## config.mk

```make
export PLATFORM = sky130hd
export DESIGN_NAME = fdcss_ram
export DESIGN_NICKNAME = d
export VERILOG_FILES = /design/src/rtl/fdcss_ram.sv
export SDC_FILE = /design/constraint.sdc
export NUM_CORES = 2
export LEC_CHECK = 0
export ABC_AREA = 0
export BUFFER_PORTS_ARGS = -buffer_cell sky130_fd_sc_hd__buf_2
export CAP_MARGIN = 0
export CORE_AREA = 2 2 396 594
export DETAILED_ROUTE_END_ITERATION = 8
export DIE_AREA = 0 0 398 596
export GPL_ROUTABILITY_DRIVEN = 0
export SETUP_SLACK_MARGIN = 0.02
export SLEW_MARGIN = 10
export SYNTH_ARGS = -nofsm -noshare
export SYNTH_HDL_FRONTEND = slang
export SYNTH_SLANG_ARGS = --single-unit
```

## constraint.sdc

```tcl
create_clock -name clock -period 2.8 [get_ports clock]
set_clock_uncertainty 0.1 [all_clocks]
set_input_delay 0.56 -clock clock [delete_from_list [all_inputs] [get_ports clock]]
set_output_delay 0.56 -clock clock [all_outputs]
set_load 0.01 [all_outputs]
```

## src/rtl/fdcss_ram.sv

```systemverilog
// Generic single-port synchronous RAM with registered read data.
module fdcss_ram #(
   parameter int WIDTH = 8,
   parameter int DEPTH = 256
) (
   input  logic                     clock,
   input  logic                     en,
   input  logic                     we,
   input  logic [$clog2(DEPTH)-1:0] addr,
   input  logic [WIDTH-1:0]         wdata,
   output logic [WIDTH-1:0]         rdata
);

   logic [WIDTH-1:0] mem_ff [DEPTH];
   logic [WIDTH-1:0] rdata_ff;

   // Write or read one entry; read data holds while idle
   always_ff @(posedge clock) begin
      if (en) begin
         if (we) begin
            mem_ff[addr] <= wdata;
         end else begin
            rdata_ff <= mem_ff[addr];
         end
      end
   end

   assign rdata = rdata_ff;

endmodule

```

==> results by group <==
Run status
  – Status: completed

CTS
  – Clock sinks: 2056
  – Clk Tree Root Cell: clkbuf_16
  – CTS tree: done
  – Hold_buf cts: 0
  – Clk buf depth: 4
  – CTS clock-pin slew for the worst setup and hold paths: 0.07 ns
  – Clk Latency, worst-skew pair: 0.83 ns
  – Num CTS Buffers: 178
  – Max H-tree Level: 4

Worst setup path
  – CP delay by family, top: compound AO/OA/AOI/OAI gates
  – Worst-path fanout max: 19
  – Worst path max stage delay: 0.64 ns
  – Crit path cell chain: buf_8 > buf_12 > buf_12 > mux4_2 > a22oi_1 > a21oi_1 > o41ai_1 > buf_4 > nand4_1
  – Worst setup SP type: primary input
  – Arr. time, crit path: 3.27 ns
  – Crit-path most repeated cell: buf_12
  – Crit end category: register
  – Crit path buffers/inverters: 4
  – Required time worst endpoint: 3.28 ns
  – Critical path's slowest cell: o41ai_1
  – WS Path Type: in -> reg

Timing
  – Relative slew slack: 30.27%
  – Worst hold slack: 0.06461 ns
  – PnR worst setup slack: 0.004928 ns
  – FMAX: 0.3578 GHz
  – Final setup vio count: 0
  – Post-layout min period: 2.795 ns
  – Final Max Tran Viols: 0
  – Worst-margin pin slew: 1.042 ns
  – Final Hold Fails: 0
  – Crit share post-route: 99.82%
  – RSZ-0062 raised after global routing: no

Drt
  – Avg Vias per Cell: 5.249
  – Detailed Route Iter0 Violations: 3491
  – Wire per inst: 27.21 µm
  – WL final: 200.9 mm
  – DRC viols: 0
  – DR vias: 38.76k
  – DRT Pass-1 Iters: 5
  – Post-route ant nets: 0

Global route
  – Total global routing overflow: 0
  – Antenna violations before repair: 4
  – Largest net degree at the start of global routing: 83
  – Vias in the first global route: 40.61k
  – Total GRT Usage: 16.84%
  – First-pass GRT wire length: 291.7 mm

Logic synthesis
  – Sequential share of the synthesized area: 78.77%
  – Syn Nets: 3545
  – Synth top area cells: edfxtp_1, mux4_2, a22oi_1, nor2_1, a21oi_1
  – Synth Instances: 3526
  – Top_reg_cell synth: edfxtp_1
  – YS warnings: 0
  – Avg Cell Area, Syn: 22.23 µm²
  – Unique masters post-synth: 21
  – FFs w/ async S/R, synth: 0%
  – EDFF count, synth: 2056
  – Commonest cells post-synth: edfxtp_1, mux4_2, nor2_1, a22oi_1, clkbuf_1
  – Synth area leader: edfxtp_1
  – Yosys reg bits: 2056
  – Cell with the most instances after synthesis: edfxtp_1
  – Top-area cell type share of the netlist area: 78.77%
  – Area of the mapped netlist: 78380 µm²

Power
  – Power density cells: 655.9 nW/µm²
  – Leak pwr: 29.45 nW
  – Peak supply drop: 0.0004059 V

Floorplanning
  – # rows: 217
  – Total die area: 237200 µm²
  – Die H: 596 µm
  – Die X: 398 µm
  – Core box area: 232100 µm²
  – Initial Util: 33.76%
  – # IOs: 27

Final layout
  – Final net count: 4202
  – FILL cells: 20.28k
  – Layout cells sized above 1: 35.62%
  – Final Core Density: 40.46%
  – Synth-to-layout area growth: 19.84%

Hold path
  – Min-Delay Path Class: in -> reg

Placed design
  – DP Worst Slack: -1.214 ns
  – Post-DP HPWL: 134.4 mm
  – Port Buffers: 26

Flow run
  – Max-cap check violation count: 0
[cell usage in the layout (no fill, tap or decap), types with 7 or more instances in the layout]
| cell | netlist | layout |
|---|---|---|
| a21oi_1 | 128 | 128 |
| a22oi_1 | 256 | 256 |
| buf_12 | 0 | 104 |
| buf_2 | 41 | 16 |
| buf_4 | 11 | 572 |
| buf_8 | 0 | 10 |
| bufinv_16 | 0 | 18 |
| clkbuf_1 | 143 | 25 |
| clkbuf_16 | 0 | 181 |
| clkinv_1 | 0 | 43 |
| clkinv_2 | 0 | 25 |
| clkinvlp_4 | 0 | 7 |
| edfxtp_1 | 2056 | 2056 |
| inv_6 | 0 | 8 |
| mux4_2 | 512 | 512 |
| nand2_1 | 30 | 14 |
| nand2_2 | 0 | 16 |
| nand4_1 | 8 | 8 |
| nor2_1 | 259 | 215 |
| nor2_4 | 0 | 41 |
| o41ai_1 | 32 | 20 |
| o41ai_2 | 0 | 11 |
[per-layer routing]
layer,vias up,GRT usage [%],wire [µm]
met4,2,6.159,7827
met5,-,0,8
li1,16290,-,-
met3,314,1.616,9116
met1,21030,19.92,73460
met2,1128,31.41,110500
[layout make-up]
cell class	count	area, µm²	share of cell area (%)
clock buffer	206	4623	4.922
antenna	3	7.507	0.007993
timing repair buffer	702	6606	7.034
multi-input combinational	1245	16120	17.16
tap	3066	3836	4.084
clock inverter	106	993.5	1.058
sequential	2056	61740	65.73
[report_power, final]
group          internal [mW]  total [mW]  switching [mW]
clock network           13.5        24.4            10.9
registers               33.9        33.9          0.0179
logic                   1.35        3.29            1.93
[worst reg2reg max path, cell delays in order (launching register included)]
cell	delay, ns
edfxtp_1	0.37
mux4_2	0.48
a22oi_1	0.34
a21oi_1	0.14
o41ai_1	0.72
buf_4	0.27
nand4_1	0.10
[registers in the layout, summed over array words and instances, names as in the netlist]
signal / cells
rdata: 8
mem_ff: 2048
[through the flow]
step	std cells	area, µm²	setup TNS, ns	power [mW]
6_report	7384	93920	0	61.60
2_1_floorplan	3526	78700	-23.40	36.04
4_1_cts	7381	93880	0	62.12
3_3_place_gp	7069	88210	-80.21	37.85
3_5_place_dp	7069	88210	-79.55	37.89
5_1_grt	7382	93920	0	63.20
[kinds of logic after synthesis]
kind of cell	count (synthesis)	share of synthesized area [%]
flip-flops	2056	78.77
multiplexers	512	14.71
AO/OA/AOI/OAI	416	3.627
AND/OR/NAND/NOR	317	1.606
buffers and inverters	225	1.282
[worst paths after layout]
check	startpoint	depth (start not counted)	slack, ns	end
setup / recovery	addr[0]	9	0.005	rdata[4]
hold reg to reg	mem_ff[152][7]	6	1.04	rdata[7]
hold / removal	wdata[6]	1	0.06	mem_ff[188][6]
setup reg to reg	mem_ff[61][4]	6	0.04	rdata[4]
[timing repair]
item                                    in CTS  in global routing
buffers inserted                             0                  0
cloned                                       0                  0
endpoints found under the setup margin       6                  3
gates resized for setup                      7                  4
Power figures use the tool's default switching activity.
